[config.mk]
export PLATFORM = sky130hd
export DESIGN_NAME = lcs_div
export DESIGN_NICKNAME = d
export VERILOG_FILES = /design/src/rtl/lcs_pkg.sv /design/src/rtl/lcs_div.sv
export SDC_FILE = /design/constraint.sdc
export NUM_CORES = 1
export LEC_CHECK = 0
export ABC_CLOCK_PERIOD_IN_PS = 4500
export BUFFER_PORTS_ARGS = -buffer_cell sky130_fd_sc_hd__buf_4
export CORE_MARGIN = 2
export CORE_UTILIZATION = 31
export CTS_CLUSTER_SIZE = 40
export DETAILED_ROUTE_END_ITERATION = 8
export GPL_TIMING_DRIVEN = 0
export PLACE_DENSITY = 0.61
export SETUP_SLACK_MARGIN = 0.05
export SYNTH_ARGS = -nofsm -noshare
export SYNTH_HDL_FRONTEND = slang
export SYNTH_SLANG_ARGS = --single-unit
export TNS_END_PERCENT = 1
[constraint.sdc]
create_clock -name clk -period 4.5 [get_ports clk]
set_input_delay 0.45 -clock clk [delete_from_list [all_inputs] [get_ports clk]]
set_output_delay 0.45 -clock clk [all_outputs]
set_load 0.03 [all_outputs]
[src/rtl/lcs_pkg.sv]
// Types and constants shared by the line centroid steering block.
package lcs_pkg;

	localparam int unsigned FW_W     = 11;
	localparam int unsigned THR_W    = 8;
	localparam int unsigned SPEED_W  = 16;
	localparam int unsigned GAIN_W   = 16;
	localparam int unsigned CFG_W    = 16;
	localparam int unsigned REG_IDX_W = 2;

	localparam int unsigned TOT_W    = 21;
	localparam int unsigned SUM_W    = 30;
	localparam int unsigned FRAC_W   = 8;
	localparam int unsigned QUOT_W   = SUM_W + FRAC_W + 1;
	localparam int unsigned REM_W    = TOT_W + 1;
	localparam int unsigned DIFF_W   = QUOT_W + 1;
	localparam int unsigned DIV_CNT_W = $clog2(QUOT_W + 1);

	localparam int unsigned ERR_W    = 20;
	localparam int unsigned MAG_W    = ERR_W - 1;
	localparam int unsigned PROD_W   = MAG_W + GAIN_W;
	localparam int unsigned RATE_W   = 28;

	localparam int unsigned GREY_W     = 8;
	localparam int unsigned GREY_ACC_W = 22;
	localparam int unsigned GREY_SHIFT = 14;

	localparam logic [GREY_ACC_W-1:0] GREY_R    = 22'd4899;
	localparam logic [GREY_ACC_W-1:0] GREY_G    = 22'd9617;
	localparam logic [GREY_ACC_W-1:0] GREY_B    = 22'd1868;
	localparam logic [GREY_ACC_W-1:0] GREY_HALF = 22'd8192;

	localparam logic [TOT_W-1:0] TOT_CAP = '1;
	localparam logic [SUM_W-1:0] SUM_CAP = '1;

	localparam logic signed [DIFF_W-1:0] ERR_HI = 40'sd262144;
	localparam logic signed [DIFF_W-1:0] ERR_LO = -40'sd262144;
	localparam logic [RATE_W-1:0] RATE_CAP = 28'd67108864;
	localparam logic [PROD_W:0] ROUND_HALF = 36'd128;

	localparam logic [FW_W-1:0]    FW_RESET    = 11'd640;
	localparam logic [THR_W-1:0]   THR_RESET   = 8'd100;
	localparam logic [SPEED_W-1:0] SPEED_RESET = 16'd13107;
	localparam logic [GAIN_W-1:0]  GAIN_RESET  = 16'd655;

	typedef enum logic [REG_IDX_W-1:0] {
		REG_FRAME_WIDTH    = 2'd0,
		REG_DARK_THRESHOLD = 2'd1,
		REG_FORWARD_SPEED  = 2'd2,
		REG_STEER_GAIN     = 2'd3
	} reg_idx_t;

	typedef enum logic [2:0] {
		ST_PIXEL,
		ST_DIVIDE,
		ST_SCALE,
		ST_ROUND,
		ST_OUT
	} state_t;

	typedef struct packed {
		logic [7:0] blue;
		logic [7:0] green;
		logic [7:0] red;
		logic       frame_end;
	} pix_t;

	typedef struct packed {
		logic                      line_found;
		logic [SPEED_W-1:0]        linear_speed;
		logic signed [RATE_W-1:0]  angular_rate;
		logic signed [ERR_W-1:0]   centre_error;
	} res_t;

endpackage

[src/rtl/lcs_div.sv]
// Restoring shift-subtract divider, one quotient bit per cycle.
module lcs_div import lcs_pkg::*; (
	input  logic              clk,
	input  logic              arst_n,
	input  logic              start,
	input  logic [QUOT_W-1:0] dividend,
	input  logic [TOT_W-1:0]  divisor,
	output logic              done,
	output logic [QUOT_W-1:0] quotient
);

	logic                 busy_q;
	logic                 done_q;
	logic [DIV_CNT_W-1:0] cnt_q;
	logic [REM_W-2:0]     rem_q;
	logic [QUOT_W-1:0]    quot_q;
	logic [TOT_W-1:0]     div_q;

	logic [REM_W-1:0]     rem_sh;
	logic                 fits;
	logic [REM_W-1:0]     rem_sub;

	always_comb begin
		rem_sh  = {rem_q, quot_q[QUOT_W-1]};
		fits    = rem_sh >= {1'b0, div_q};
		rem_sub = rem_sh - {1'b0, div_q};
	end

	always_ff @(posedge clk or negedge arst_n) begin
		if (!arst_n) begin
			busy_q <= 1'b0;
			done_q <= 1'b0;
			cnt_q  <= '0;
		end else begin
			done_q <= 1'b0;
			if (start) begin
				busy_q <= 1'b1;
				cnt_q  <= '0;
			end else if (busy_q) begin
				cnt_q <= cnt_q + 1'b1;
				if (cnt_q == DIV_CNT_W'(QUOT_W - 1)) begin
					busy_q <= 1'b0;
					done_q <= 1'b1;
				end
			end
		end
	end

	always_ff @(posedge clk) begin
		if (start) begin
			rem_q  <= '0;
			quot_q <= dividend;
			div_q  <= divisor;
		end else if (busy_q) begin
			rem_q  <= fits ? rem_sub[REM_W-2:0] : rem_sh[REM_W-2:0];
			quot_q <= {quot_q[QUOT_W-2:0], fits};
		end
	end

	assign done     = done_q;
	assign quotient = quot_q;

endmodule

# Yosys cells after proc, flatten, opt, wreduce, memory -nomap -nowiden
# Cells that the tools add are included.
# classes
addsub	2
n_mul	0
n_div	0
n_lt_le_gt_ge	1
n_eq_ne	1
n_shift	0
muxes	11
n_bitwise	0
reduce_logical	1
# op_table
operator	count
39-bit 2-to-1 mux	2
22-bit by 21-bit greater-or-equal comparator with 1-bit output	1
21-bit 2-to-1 mux	1
21-bit subtractor	1
6-bit 2-to-1 mux	2
6-bit by 1-bit adder with 6-bit output, second input constant	1
6-bit == test, second input constant	1
1-bit 2-to-1 mux	6
2-bit nonzero test	1
# word_totals
reg_bits	89
latch_bits	0
ramBits	0
mem_bits_ro	0
in_bits	63
out_inout_bits	40
wordCells	22
memories	0

# Logic depth before layout (Yosys ltp)
# depth
word_depth	4
mapped_depth	13

# Least setup slack after synthesis
# Ideal clock, no wire load.
# synth_timing
kind	reg2reg
startpoint	register quot_q[38] (netlist: quotient[38])
endpoint	register rem_q[10]
arrival_ps	2988
required_ps	4383
setup_slack_ps	1395
path_stages_with_launch	13
path_buffers	1
period_less_slack_ps	3105
path_cell_list	edfxtp_1 inv_1 ha_1 inv_1 fa_1 a21o_1 a221o_1 and4_4 o311ai_1 and3_1 buf_6 mux2_2 a22o_1
# synth_between
elab_chain_cells	2
# synth_rtl
element	line	rtl
from (decl)	lcs_div.sv:16	logic [QUOT_W-1:0] quot_q;
from (signal assigned)	lcs_div.sv:52	quot_q <= dividend;
from (signal assigned)	lcs_div.sv:56	quot_q <= {quot_q[QUOT_W-2:0], fits};
21-bit subtractor / 22-bit by 21-bit greater-or-equal comparator with 1-bit output (equally long branches)	lcs_div.sv:26, lcs_div.sv:25	
21-bit 2-to-1 mux *	lcs_div.sv:55	rem_q <= fits ? rem_sub[REM_W-2:0] : rem_sh[REM_W-2:0];
to (signal assigned)	lcs_div.sv:55	
to (decl)	lcs_div.sv:15	logic [REM_W-2:0] rem_q;
# Every way passes the cells marked *; elsewhere a longest branch is shown, timed or not.
# A chain may end at the register's enable or synchronous reset.

# Final worst setup path
# layout_timing
startpoint	register quot_q[38] (netlist: quotient[38])
endpoint	register rem_q[16]
# Same word-level chain as after synthesis.

==> qor.txt <==
Outcome - finished, final reports clean
Fmax achieved - 310.6 MHz
1st-pass router iterations - 4
Distinct cells, synth - 54
Endpoint type of the worst setup path - register
Leading area contributor after synthesis - edfxtp_1
#FFs+latches synth - 89
CTS sink count - 89
Synth Cell Area - 4651 µm²
Io pins - 103
CTS tree - built
WL/cell - 15.42 µm
Hold_sp - divisor[1]
Max_cap viols - 0
GP Congestion - 0.8521
Ys async rst share - 0.08989
Core area - 14,590 µm²
Fin nets - 596
CTS Buf Count - 9
Fin. Hold Viols - 0
Critical path class - reg -> reg
Height of the die - 126.5 µm
Die area - 16,000 µm²
Dpl hpwl - 7.902 mm
Detailed-route wire length - 10.76 mm
Gr usage total - 0.1386
Number of filler cells placed in the layout - 1,391
Worst-skew pair later-pin latency - 0.34 ns
Required time worst endpoint - 4.72 ns
Resize count post-CTS - 0
Critical Path Fanout Max - 10
Hold_buf cts - 1
GR met1 Demand/Resource - 0.1804
IO buf count - 102
Max-slew headroom - 0.4569
Placed Cells - 681
Layout cells sized above 1 - 0.3230
Residual DRC - 0
Initial antenna violation count - 0
Min Tclk post-route - 3.219 ns
Final non-filler cell total - 698
Routing usage on met3 - 0.03248
Postcts setup bufs - 0
Hold Crit Endpoint - div_q[1]
Synth top area share - 0.3874
Post-route cell area - 6003 µm²
Top cells by area in the synthesized netlist - edfxtp_1, mux2_2, dfxtp_1
Power per cell area - 536.0 nW/µm²
Leakage - 2.625 nW
Setup violators final - 0
Syn Inst Count - 395
Synth Area per Inst - 11.77 µm²
Slew Limit Fails - 0
Final global-route overflow total - 0
Tcrit/Tclk final - 0.7154
Total negative slack - 0 ns
Crit start category - register
Gr busiest metal - met2
Worst hold path depth - 1
Area after DPL - 5647 µm²
Slew @ Worst Pin - 0.8134 ns
Initial Util - 0.3188
1st-iter DRT viols - 154
Sequential fraction of the synthesis area - 0.5209
Predominant post-synthesis flop cell - edfxtp_1
Reg2reg start - quotient[38]
Post-synth EDFFs - 60
Grt met2 use - 0.2233
Maximum vdd drop - 0.0002312 V
RSZ-0062 raised after global routing - no
Via count - 3,387
Vias per cell - 4.852
DRT antenna net count - 0
Critical R2R Capture - rem_q[16]
Largest net degree at the start of global routing - 40
Root Driver - clkbuf_16
Hold crit path type - in -> reg
CTS clk-pin slew, worst paths - 0.07 ns
Reg2reg setup slack - 1.28 ns
Cells on worst reg2reg path - 13
Die X - 126.5 µm
Row count - 44
CTS Buffer Depth - 2
Mapped Nets - 482
Synth warnings - 0
P&R area growth vs syn - 29.08%
H-tree depth - 3
Number of diodes - 0
First-pass GRT wire length - 17.51 mm
Vias in the first global route - 3,477
WP data arrival - 3.44 ns
Worst Skew - 0.007017 ns
## layer usage
layer | routed length (µm) | share of wire
met5 | 0 | 0
met2 | 5187 | 0.48
met1 | 4933 | 0.46
met4 | 224 | 0.021
met3 | 416 | 0.039
## cells by family (layout without fill, tap and decap cells)
kind of cell | after synthesis | after routing | share of synthesized area
and+or+nand+nor | 86 | 86 | 0.09336
AOI/OAI and AO/OA | 84 | 84 | 0.1275
adders and majority gates | 24 | 24 | 0.06618
muxes | 50 | 50 | 0.1186
buffers and inverters | 46 | 165 | 0.04331
DFF | 89 | 89 | 0.5208
xor gates and xnor gates | 16 | 16 | 0.03013
## through the flow
step           hold WS, ns  total power [mW]  setup WS [ns]    util
2_1_floorplan       0.1544             2.028          1.395       -
3_3_place_gp        0.2715             2.326          1.326  0.3871
3_5_place_dp        0.2757             2.349          1.274  0.3871
4_1_cts             0.2634             3.244          1.242  0.4115
5_1_grt             0.2568             3.427          1.084  0.4115
6_report            0.2761             3.218          1.281  0.4115
## power by group
part           internal, mW  switching, mW
combinational         0.565          0.649
clock                 0.548          0.334
sequential             1.02         0.0978
total                  2.14           1.08
## synth_stat cells (3+ instances only)
| cell | n |
|---|---|
| a211oi_1 | 12 |
| a21o_1 | 8 |
| a21oi_1 | 13 |
| a32oi_1 | 5 |
| and2_1 | 4 |
| and3_1 | 3 |
| clkbuf_1 | 12 |
| dfrtp_1 | 8 |
| dfxtp_1 | 21 |
| edfxtp_1 | 60 |
| ha_1 | 23 |
| inv_1 | 30 |
| mux2_2 | 41 |
| mux2i_1 | 9 |
| nand2_1 | 13 |
| nand3_1 | 3 |
| nand4_1 | 7 |
| nand4b_1 | 3 |
| nor2_1 | 33 |
| nor2b_1 | 5 |
| o211ai_1 | 4 |
| o21a_1 | 4 |
| o21ai_0 | 16 |
| or3_1 | 4 |
| xnor2_1 | 8 |
| xor2_1 | 8 |
## final cells by class
cell class	count	area, µm²	share of cell area
Clock inverter	7	121.4	0.02022
Clock buffer	9	225.2	0.03752
Tap cell	184	230.2	0.03835
Sequential cell	89	2422	0.4035
Timing Repair Buffer	103	775.7	0.1292
Inverter	30	112.6	0.01876
Multi-Input combinational cell	260	2027	0.3376
Buffer	16	88.84	0.01480
## worst max path at each step
stage	startpoint	end	slack, ns
floorplan	quotient[38]	rem_q[10]	1.39
global placement	quotient[38]	rem_q[15]	1.33
detailed placement	quotient[38]	rem_q[15]	1.27
CTS	quotient[38]	rem_q[15]	1.24
global route	quotient[38]	rem_q[16]	1.08
finish	quotient[38]	rem_q[16]	1.28
## state kept, by name, indices dropped and copies added (netlist names)
| name | cells |
|---|---|
| div_q | 21 |
| busy_q | 1 |
| done | 1 |
| quotient | 39 |
| cnt_q | 6 |
| rem_q | 21 |
## critical path: stages, from the launching register on
cell      delay (ns)
edfxtp_1        0.41
inv_1           0.10
ha_1            0.17
inv_1           0.06
fa_1            0.40
a21o_1          0.21
a221o_1         0.35
and4_4          0.23
o311ai_1        0.25
and3_1          0.20
buf_6           0.15
buf_12          0.15
nand2b_1        0.27
o211ai_1        0.14
## cell usage in the layout (no fill, tap or decap), types with 13 or more instances in the layout
| cell | Yosys | final |
|---|---|---|
| mux2_2 | 41 | 41 |
| ha_1 | 23 | 23 |
| o21ai_0 | 16 | 16 |
| buf_4 | 1 | 103 |
| a21oi_1 | 13 | 13 |
| nor2_1 | 33 | 33 |
| edfxtp_1 | 60 | 60 |
| inv_1 | 30 | 29 |
| dfxtp_1 | 21 | 21 |
| nand2_1 | 13 | 13 |
No activity file was read; power rests on OpenSTA's default activity.
